$ cat src/rtl/assert_macros.svh
// assertion macros shared by the rtl
`ifndef ASSERT_MACROS_SVH
`define ASSERT_MACROS_SVH
`ifndef SYNTH
`define ASSERT_CLK(label, clk, rst, prop, msg) \
   label: assert property (@(posedge clk) disable iff (rst) (prop)) else $error(msg);
`define ASSERT_CLK_NORST(label, clk, prop, msg) \
   label: assert property (@(posedge clk) (prop)) else $error(msg);
`else
`define ASSERT_CLK(label, clk, rst, prop, msg)
`define ASSERT_CLK_NORST(label, clk, prop, msg)
`endif
`endif

$ cat src/rtl/rmrq_pkg.sv
// ----------------------------------------------------------------------------
// rmrq_pkg
// types and codes shared by the rate monotonic ready queue
// ----------------------------------------------------------------------------
package rmrq_pkg;
   localparam int CAPACITY_DEF = 16;

   localparam logic [2:0] FN_ASSIGN = 3'd0;
   localparam logic [2:0] FN_UPDATE = 3'd1;
   localparam logic [2:0] FN_ADD    = 3'd2;
   localparam logic [2:0] FN_REMOVE = 3'd3;
   localparam logic [2:0] FN_PEEK   = 3'd4;
   localparam logic [2:0] FN_SELECT = 3'd5;
   localparam logic [2:0] FN_CLEAR  = 3'd6;
   localparam logic [2:0] FN_RSVD   = 3'd7;

   localparam logic [2:0] ST_OK        = 3'd0;
   localparam logic [2:0] ST_PARAM     = 3'd1;
   localparam logic [2:0] ST_DUP       = 3'd2;
   localparam logic [2:0] ST_OVERFLOW  = 3'd3;
   localparam logic [2:0] ST_NOT_FOUND = 3'd4;

   typedef struct packed {
      logic [2:0]  func;
      logic [15:0] task_id;
      logic [31:0] period;
   } req_type;

   typedef struct packed {
      logic [2:0]  status;
      logic [15:0] task_out;
      logic [4:0]  q_depth;
      logic        ready_res;
   } rsp_type;
endpackage

$ cat src/rtl/rmrq_engine.sv
// ----------------------------------------------------------------------------
// rmrq_engine
// sequencer that walks the registry and queue one entry per cycle
// ----------------------------------------------------------------------------
module rmrq_engine #(
   parameter int CAPACITY = rmrq_pkg::CAPACITY_DEF
) (
   input  logic              clock,
   input  logic              reset,
   input  logic              start,
   input  rmrq_pkg::req_type req,
   output logic              busy,
   output logic              done,
   output rmrq_pkg::rsp_type rsp
);
   localparam int IW = (CAPACITY > 1) ? $clog2(CAPACITY) : 1;
   localparam int CW = $clog2(CAPACITY + 1);

   localparam logic [2:0] S_IDLE  = 3'd0;
   localparam logic [2:0] S_RSCAN = 3'd1;
   localparam logic [2:0] S_QSCAN = 3'd2;
   localparam logic [2:0] S_SHIFT = 3'd3;
   localparam logic [2:0] S_DONE  = 3'd4;

   logic [2:0]    state_ff;
   rmrq_pkg::req_type cmd_ff;
   logic [CW-1:0] idx_ff;
   logic [CW-1:0] cnt_ff;
   logic [CW-1:0] pos_ff;
   logic [IW-1:0] reg_hit_ff, reg_free_ff;
   logic          reg_hit_v_ff, reg_free_v_ff;
   logic [31:0]   per_ff;
   logic [2:0]    status_ff;
   logic [15:0]   head_ff;

   logic [CAPACITY-1:0] reg_active_ff;
   logic [15:0] reg_task_ff   [CAPACITY];
   logic [31:0] reg_period_ff [CAPACITY];
   logic [15:0] q_task_ff     [CAPACITY];
   logic [31:0] q_period_ff   [CAPACITY];

   logic [IW-1:0] idx;
   logic          shift_up;
   assign idx  = idx_ff[IW-1:0];
   assign busy = (state_ff != S_IDLE);
   assign done = (state_ff == S_DONE);
   assign shift_up = (cmd_ff.func == rmrq_pkg::FN_ADD);
   assign rsp.status    = status_ff;
   assign rsp.task_out  = head_ff;
   assign rsp.q_depth   = 5'(cnt_ff);
   assign rsp.ready_res = (cnt_ff != '0);

   // sequencer and shared compare walk
   always_ff @(posedge clock) begin
      if (reset) begin
         state_ff      <= S_IDLE;
         cnt_ff        <= '0;
         reg_active_ff <= '0;
      end else begin
         unique case (state_ff)
            S_IDLE: begin
               if (start) begin
                  cmd_ff        <= req;
                  idx_ff        <= '0;
                  reg_hit_v_ff  <= 1'b0;
                  reg_free_v_ff <= 1'b0;
                  head_ff       <= '0;
                  status_ff     <= rmrq_pkg::ST_OK;
                  pos_ff        <= cnt_ff;
                  state_ff      <= S_DONE;
                  case (req.func) inside
                     rmrq_pkg::FN_ASSIGN, rmrq_pkg::FN_UPDATE: begin
                        if (req.task_id == '0 || req.period == '0)
                           status_ff <= rmrq_pkg::ST_PARAM;
                        else state_ff <= S_RSCAN;
                     end
                     rmrq_pkg::FN_ADD: begin
                        if (req.task_id == '0) status_ff <= rmrq_pkg::ST_PARAM;
                        else if (cnt_ff >= CW'(CAPACITY))
                           status_ff <= rmrq_pkg::ST_OVERFLOW;
                        else state_ff <= S_QSCAN;
                     end
                     rmrq_pkg::FN_REMOVE: begin
                        if (req.task_id == '0) status_ff <= rmrq_pkg::ST_PARAM;
                        else state_ff <= S_QSCAN;
                     end
                     rmrq_pkg::FN_PEEK, rmrq_pkg::FN_SELECT: begin
                        if (cnt_ff == '0) status_ff <= rmrq_pkg::ST_NOT_FOUND;
                        else begin
                           head_ff <= q_task_ff[0];
                           if (req.func == rmrq_pkg::FN_SELECT) begin
                              pos_ff   <= '0;
                              state_ff <= S_SHIFT;
                           end
                        end
                     end
                     rmrq_pkg::FN_CLEAR: cnt_ff <= '0;
                     default: status_ff <= rmrq_pkg::ST_PARAM;
                  endcase
               end
            end
            // registry scan: find id and first free slot
            S_RSCAN: begin
               if (reg_active_ff[idx] && reg_task_ff[idx] == cmd_ff.task_id &&
                   !reg_hit_v_ff) begin
                  reg_hit_v_ff <= 1'b1;
                  reg_hit_ff   <= idx;
               end
               if (!reg_active_ff[idx] && !reg_free_v_ff) begin
                  reg_free_v_ff <= 1'b1;
                  reg_free_ff   <= idx;
               end
               idx_ff <= idx_ff + 1'b1;
               if (idx_ff == CW'(CAPACITY - 1)) begin
                  state_ff <= S_DONE;
                  if (cmd_ff.func == rmrq_pkg::FN_ADD) begin
                     if (reg_hit_v_ff) begin
                        per_ff   <= reg_period_ff[reg_hit_ff];
                        idx_ff   <= '0;
                        pos_ff   <= cnt_ff;
                        state_ff <= S_SHIFT;
                     end else if (reg_active_ff[idx] &&
                                  reg_task_ff[idx] == cmd_ff.task_id) begin
                        per_ff   <= reg_period_ff[idx];
                        idx_ff   <= '0;
                        pos_ff   <= cnt_ff;
                        state_ff <= S_SHIFT;
                     end else status_ff <= rmrq_pkg::ST_NOT_FOUND;
                  end else begin
                     if (reg_hit_v_ff)
                        reg_period_ff[reg_hit_ff] <= cmd_ff.period;
                     else if (reg_active_ff[idx] &&
                              reg_task_ff[idx] == cmd_ff.task_id)
                        reg_period_ff[idx] <= cmd_ff.period;
                     else if (cmd_ff.func == rmrq_pkg::FN_UPDATE)
                        status_ff <= rmrq_pkg::ST_NOT_FOUND;
                     else if (reg_free_v_ff || !reg_active_ff[idx]) begin
                        reg_active_ff[reg_free_v_ff ? reg_free_ff : idx] <= 1'b1;
                        reg_task_ff[reg_free_v_ff ? reg_free_ff : idx] <=
                           cmd_ff.task_id;
                        reg_period_ff[reg_free_v_ff ? reg_free_ff : idx] <=
                           cmd_ff.period;
                     end else status_ff <= rmrq_pkg::ST_OVERFLOW;
                  end
               end
            end
            // queue scan: find id in queue
            S_QSCAN: begin
               if (idx_ff >= cnt_ff) begin
                  idx_ff <= '0;
                  if (cmd_ff.func == rmrq_pkg::FN_ADD) state_ff <= S_RSCAN;
                  else begin
                     status_ff <= rmrq_pkg::ST_NOT_FOUND;
                     state_ff  <= S_DONE;
                  end
               end else if (q_task_ff[idx] == cmd_ff.task_id) begin
                  if (cmd_ff.func == rmrq_pkg::FN_ADD) begin
                     status_ff <= rmrq_pkg::ST_DUP;
                     state_ff  <= S_DONE;
                  end else begin
                     pos_ff   <= idx_ff;
                     state_ff <= S_SHIFT;
                  end
               end else idx_ff <= idx_ff + 1'b1;
            end
            // shift: add moves up from tail, drop moves down from pos
            S_SHIFT: begin
               if (shift_up) begin
                  // pos_ff walks down from the tail to the insertion point
                  if (pos_ff != '0 && q_period_ff[pos_ff[IW-1:0] - 1'b1] > per_ff)
                  begin
                     q_task_ff[pos_ff[IW-1:0]]   <= q_task_ff[pos_ff[IW-1:0] - 1'b1];
                     q_period_ff[pos_ff[IW-1:0]] <= q_period_ff[pos_ff[IW-1:0] - 1'b1];
                     pos_ff <= pos_ff - 1'b1;
                  end else begin
                     q_task_ff[pos_ff[IW-1:0]]   <= cmd_ff.task_id;
                     q_period_ff[pos_ff[IW-1:0]] <= per_ff;
                     cnt_ff   <= cnt_ff + 1'b1;
                     state_ff <= S_DONE;
                  end
               end else begin
                  if (pos_ff + 1'b1 < cnt_ff) begin
                     q_task_ff[pos_ff[IW-1:0]]   <= q_task_ff[pos_ff[IW-1:0] + 1'b1];
                     q_period_ff[pos_ff[IW-1:0]] <= q_period_ff[pos_ff[IW-1:0] + 1'b1];
                     pos_ff <= pos_ff + 1'b1;
                  end else begin
                     cnt_ff   <= cnt_ff - 1'b1;
                     state_ff <= S_DONE;
                  end
               end
            end
            S_DONE: state_ff <= S_IDLE;
            default: state_ff <= S_IDLE;
         endcase
      end
   end
endmodule

$ cat src/rtl/rate_monotonic_ready_queue_top.sv
// sequencing: a request may run through the queue scan, the registry scan of all
// CAPACITY slots and the one-entry-per-cycle shift before the response is valid
// throughput: one request at a time; the next is taken the cycle after the
// response is accepted
// reset: synchronous, clears the queue count and registry valid bits
// ----------------------------------------------------------------------------
// rate_monotonic_ready_queue_top
// rate monotonic ready queue with registry and skid-free response register
// ----------------------------------------------------------------------------
`include "assert_macros.svh"
module rate_monotonic_ready_queue_top #(
   parameter int CAPACITY = rmrq_pkg::CAPACITY_DEF
) (
   input  logic              clock,
   input  logic              reset,
   input  logic              req_valid,
   output logic              req_ready,
   input  rmrq_pkg::req_type req_data,
   output logic              rsp_valid,
   input  logic              rsp_ready,
   output rmrq_pkg::rsp_type rsp_data
);
   localparam logic [4:0] CNT_MAX = 5'(CAPACITY);

   logic busy, done, rsp_valid_ff;
   rmrq_pkg::rsp_type eng_rsp, rsp_ff;

   assign req_ready = !busy && !rsp_valid_ff;
   assign rsp_valid = rsp_valid_ff;
   assign rsp_data  = rsp_ff;

   rmrq_engine #(.CAPACITY(CAPACITY)) u_engine (
      .clock(clock), .reset(reset), .start(req_valid && req_ready),
      .req(req_data), .busy(busy), .done(done), .rsp(eng_rsp)
   );

   // response register
   always_ff @(posedge clock) begin
      if (reset) rsp_valid_ff <= 1'b0;
      else if (done) begin
         rsp_valid_ff <= 1'b1;
         rsp_ff       <= eng_rsp;
      end else if (rsp_ready) rsp_valid_ff <= 1'b0;
   end

   `ASSERT_CLK(a_no_accept_busy, clock, reset, busy |-> !req_ready, "accept while busy")
   `ASSERT_CLK(a_done_idle_rsp, clock, reset, done |-> !rsp_valid_ff, "done over pending response")
   `ASSERT_CLK(a_cnt_range, clock, reset, rsp_valid |-> rsp_data.q_depth <= CNT_MAX, "count high")
endmodule
$ cat config.mk
export PLATFORM = sky130hd
export DESIGN_NAME = rate_monotonic_ready_queue_top
export DESIGN_NICKNAME = d
export VERILOG_FILES = /design/src/rtl/rmrq_pkg.sv /design/src/rtl/rmrq_engine.sv /design/src/rtl/rate_monotonic_ready_queue_top.sv
export VERILOG_INCLUDE_DIRS = /design/src /design/src/rtl
export SDC_FILE = /design/constraint.sdc
export NUM_CORES = 2
export LEC_CHECK = 0
export ABC_AREA = 1
export BUFFER_PORTS_ARGS = -buffer_cell sky130_fd_sc_hd__buf_2
export CELL_PAD_IN_SITES_DETAIL_PLACEMENT = 0
export CELL_PAD_IN_SITES_GLOBAL_PLACEMENT = 1
export CORE_UTILIZATION = 51
export DETAILED_ROUTE_END_ITERATION = 7
export PLACE_DENSITY = 0.79
export SLEW_MARGIN = 20
export SYNTH_ARGS = -nofsm -noshare
export SYNTH_HDL_FRONTEND = slang
export SYNTH_SLANG_ARGS = --single-unit
$ cat constraint.sdc
create_clock -name clock -period 6.7 [get_ports clock]
set_input_delay 1.34 -clock clock [delete_from_list [all_inputs] [get_ports clock]]
set_output_delay 1.34 -clock clock [all_outputs]
set_load 0.05 [all_outputs]
==> impl_metrics.ini <==
[outcome]
outcome = finished clean

[critical_path]
arrival_ps = 6820
worst-r2r-setup-slack_ps = 570
crit_path_start_kind = flop
ff2ff_path_depth = 20
crit_fanout = 109
end_kind = flop
critPathRequiredTime_ps = 7390
path_class = flop to flop

[yosys]
synth.most_common_cell = nand2_1
avgSynthCellArea_um2 = 10.2
synth_area_leader_cell = edfxtp_1
netlist_top_cells_area = edfxtp_1, nand2_1, o21ai_0
ys_types = 53
yosysTopAreaCellShare_pct = 62.0
netlist_area_um2 = 81500
synth_seq_cells = 1716
yosys_warnings = 0
synthTopCellsByCount = nand2_1, edfxtp_1, o21ai_0
synth_xor_area_share_pct = 0.247
async_reset_ff_share_pct = 0
synthAdderAreaFrac_pct = 0.823
syn_inst = 8015
syn_nets = 8123
ys_seq_area_share_pct = 62.8
synth-edff-count = 1683
synth_flop_cell = edfxtp_1
synth.area.mux_share_pct = 1.96
synth_simple_gate_area_share_pct = 14.9
synth_top_family_by_area = simple AND/OR/NAND/NOR gates
synth_compound_area_share_pct = 14.1

[layout]
multiInputGateArea_um2 = 26600
seq_area_um2 = 51200
syn_to_final_growth_pct = 10.9
instances_no_fill = 10100
final_core_util_pct = 57.0
final_area_um2 = 90300
drive_gt1_share_pct = 8.19
layout.nets = 7984
fill_cells = 13200

[global_routing]
use_met1_pct = 40.1
antenna_found_initial = 8
grt_usage_pct = 30.1
grt_max_degree = 174
met2_usage_pct = 49.6
grt_pass1_wl_um = 366000
use_met3_pct = 4.44
grt_pass1_vias = 59300
grt.busiest_layer = met2
grt_remaining_overflow = 0

[sta]
rsz0062_at_grt = no
tightestPinTransition_ps = 1130
period_share_pct = 91.5
slew_violations = 0
hold_viol = 0
maxSlewHeadroom_pct = 24.1
fin_crit_ps = 6130
fmax_ghz = 0.163
setup_viol = 0
finalClockSkew_ps = 54.2
tns_ps = 0

[routing]
final_antenna_net_count = 0
drt_pre_antenna_iters = 6
wl_um = 247000
avgRoutedWirePerCell_um = 24.4
first_iter_violations = 6889
via_count = 61700
drt-vias-per-instance = 6.11
drc = 0

[power]
p_int_uw = 24300
swShare_pct = 39.3
leakagePower_uw = 0.0327
clockPowerShare_pct = 25.3
pwr-share-comb_pct = 38.3
power_density_nw_per_um2 = 444
total_power_uw = 40100
seq_power_share_pct = 36.4
power.switching_uw = 15800
irDropWorstVdd_mv = 0.450

[clocking]
clockBufferDepth = 3
h-tree-depth = 4
cts_tree = done
numCtsBuffers = 181
path_clk_slew_ps = 60
cts_sinks = 1716
clk_latency_ps = 850
hold_buffers = 0
cts-root-buf = clkbuf_16

[die]
initial_core_util_pct = 51.4
io-pin-count = 82
die_w_um = 402
die_area_um2 = 161000
core_um2 = 159000
die_h_um = 402
rows = 146

[placement]
hpwl_um = 135000
placed_cells = 9765
postPlaceCellArea_um2 = 84200
portBuffers = 81
gp_congestion = 0.871

[hold_path]
hold_path.class = flop to flop
holdPathStages = 0

[flow_run]
maxCapViolCount = 0
placed cells by master (no fill, tap or decap), drive strengths merged, types with 2 or more instances in the layout:
cell and count:
or2 9, nor4 13, a2111oi 2, inv 467, o311ai 5, nand3 355
o21a 2, dfxtp 33, xnor2 4, nor2 880, clkinvlp 6, a31oi 50
xor2 19, o211ai 150, a32o 25, a221oi 2, nor3 4, a211oi 4
o2111ai 3, clkinv 86, buf 246, edfxtp 1683, diode 5, clkbuf 231
o22ai 94, nand2 1790, mux2i 117, ha 52, a21oi 252, bufinv 16
nand4 22, o21ai 1116, a32oi 22, o32ai 32, mux2 38, o221ai 194
sequential cells by signal, summed over array words and instances, names as in the netlist, named ones only:
signal                  flops
rsp_data                   25
rsp_valid                   1
u_engine.cmd_ff            51
u_engine.cnt_ff             5
u_engine.head_ff           16
u_engine.idx_ff             5
u_engine.per_ff            32
u_engine.pos_ff             5
u_engine.q_period_ff      512
u_engine.q_task_ff        256
u_engine.reg_active_ff     16
u_engine.reg_free_ff        4
u_engine.reg_free_v_ff      1
u_engine.reg_hit_ff         4
u_engine.reg_hit_v_ff       1
u_engine.reg_period_ff    512
u_engine.reg_task_ff      256
u_engine.state_ff           3
u_engine.status_ff          3
per-stage QoR:
step | hold slack, ps | worst slack, ps
finish | 418 | 570
CTS | 418 | 145
global route | 425 | 184
floorplan | 400 | 925
global placement | 400 | 194
detailed placement | 405 | 184
cell families after synthesis:
kind of cell             after synthesis
AND/OR/NAND/NOR                     3076
adder cells (fa/ha/maj)               53
buffers and inverters               1036
multiplexers                         155
AO/OA/AOI/OAI                       1956
flip-flops                          1716
XOR/XNOR                              23
metal layers:
| metal | vias to the layer above | share of wire (%) |
|---|---|---|
| met4 | 4 | 3.7 |
| met5 | - | 0.011 |
| met2 | 3000 | 47 |
| met3 | 544 | 8.5 |
| met1 | 30000 | 40 |
| li1 | 28200 | - |
repair_timing:
| action | in CTS | in global routing |
|---|---|---|
| endpoints found under the setup margin | 0 | 318 |
| resized for setup | 0 | 2 |
| buffers inserted | 0 | 0 |
critical path, stage by stage, from the launching register on:
cell and delay, ps:
edfxtp_1 620, inv_8 210, ha_1 300, xnor2_2 320, buf_12 560, a32o_1 280
inv_1 40, o21ai_0 350, inv_1 170, ha_1 300, nand2_1 120, o21a_1 140
a21oi_1 80, a211oi_1 450, nand2_1 140, nand2_1 160, nand2_4 380, o311ai_0 230
o21ai_0 130, o21ai_0 630, buf_4 270
power by group through the flow:
stage	Combinational, µW	Clock, µW	Sequential, µW
floorplan	10500	0	14600
global route	17000	10700	14600
global placement	14800	0	14800
CTS	15100	10300	14600
finish	15400	10200	14600
detailed placement	15100	0	14800
path summary, 6_finish.rpt:
check | start | to
hold reg to reg | u_engine.head_ff[4]$_SDFFCE_PP0P_ | rsp_data[10]$_DFFE_PP_
hold / removal | u_engine.head_ff[4]$_SDFFCE_PP0P_ | rsp_data[10]$_DFFE_PP_
setup / recovery | u_engine.pos_ff[0]$_DFFE_PP_ | u_engine.q_task_ff[11][9]$_DFFE_PP_
setup reg to reg | u_engine.pos_ff[0]$_DFFE_PP_ | u_engine.q_task_ff[11][9]$_DFFE_PP_
final cells by class:
class,instances,share of cell area [%]
sequential,1716,56.7
multi-input combinational,5263,29.4
clock buffer,231,5.44
tap,2072,2.87
timing repair buffer,246,2.26
inverter,468,2.00
clock inverter,107,1.29
antenna,5,0.0139
Note: power is estimated with default switching activity, not from simulation.
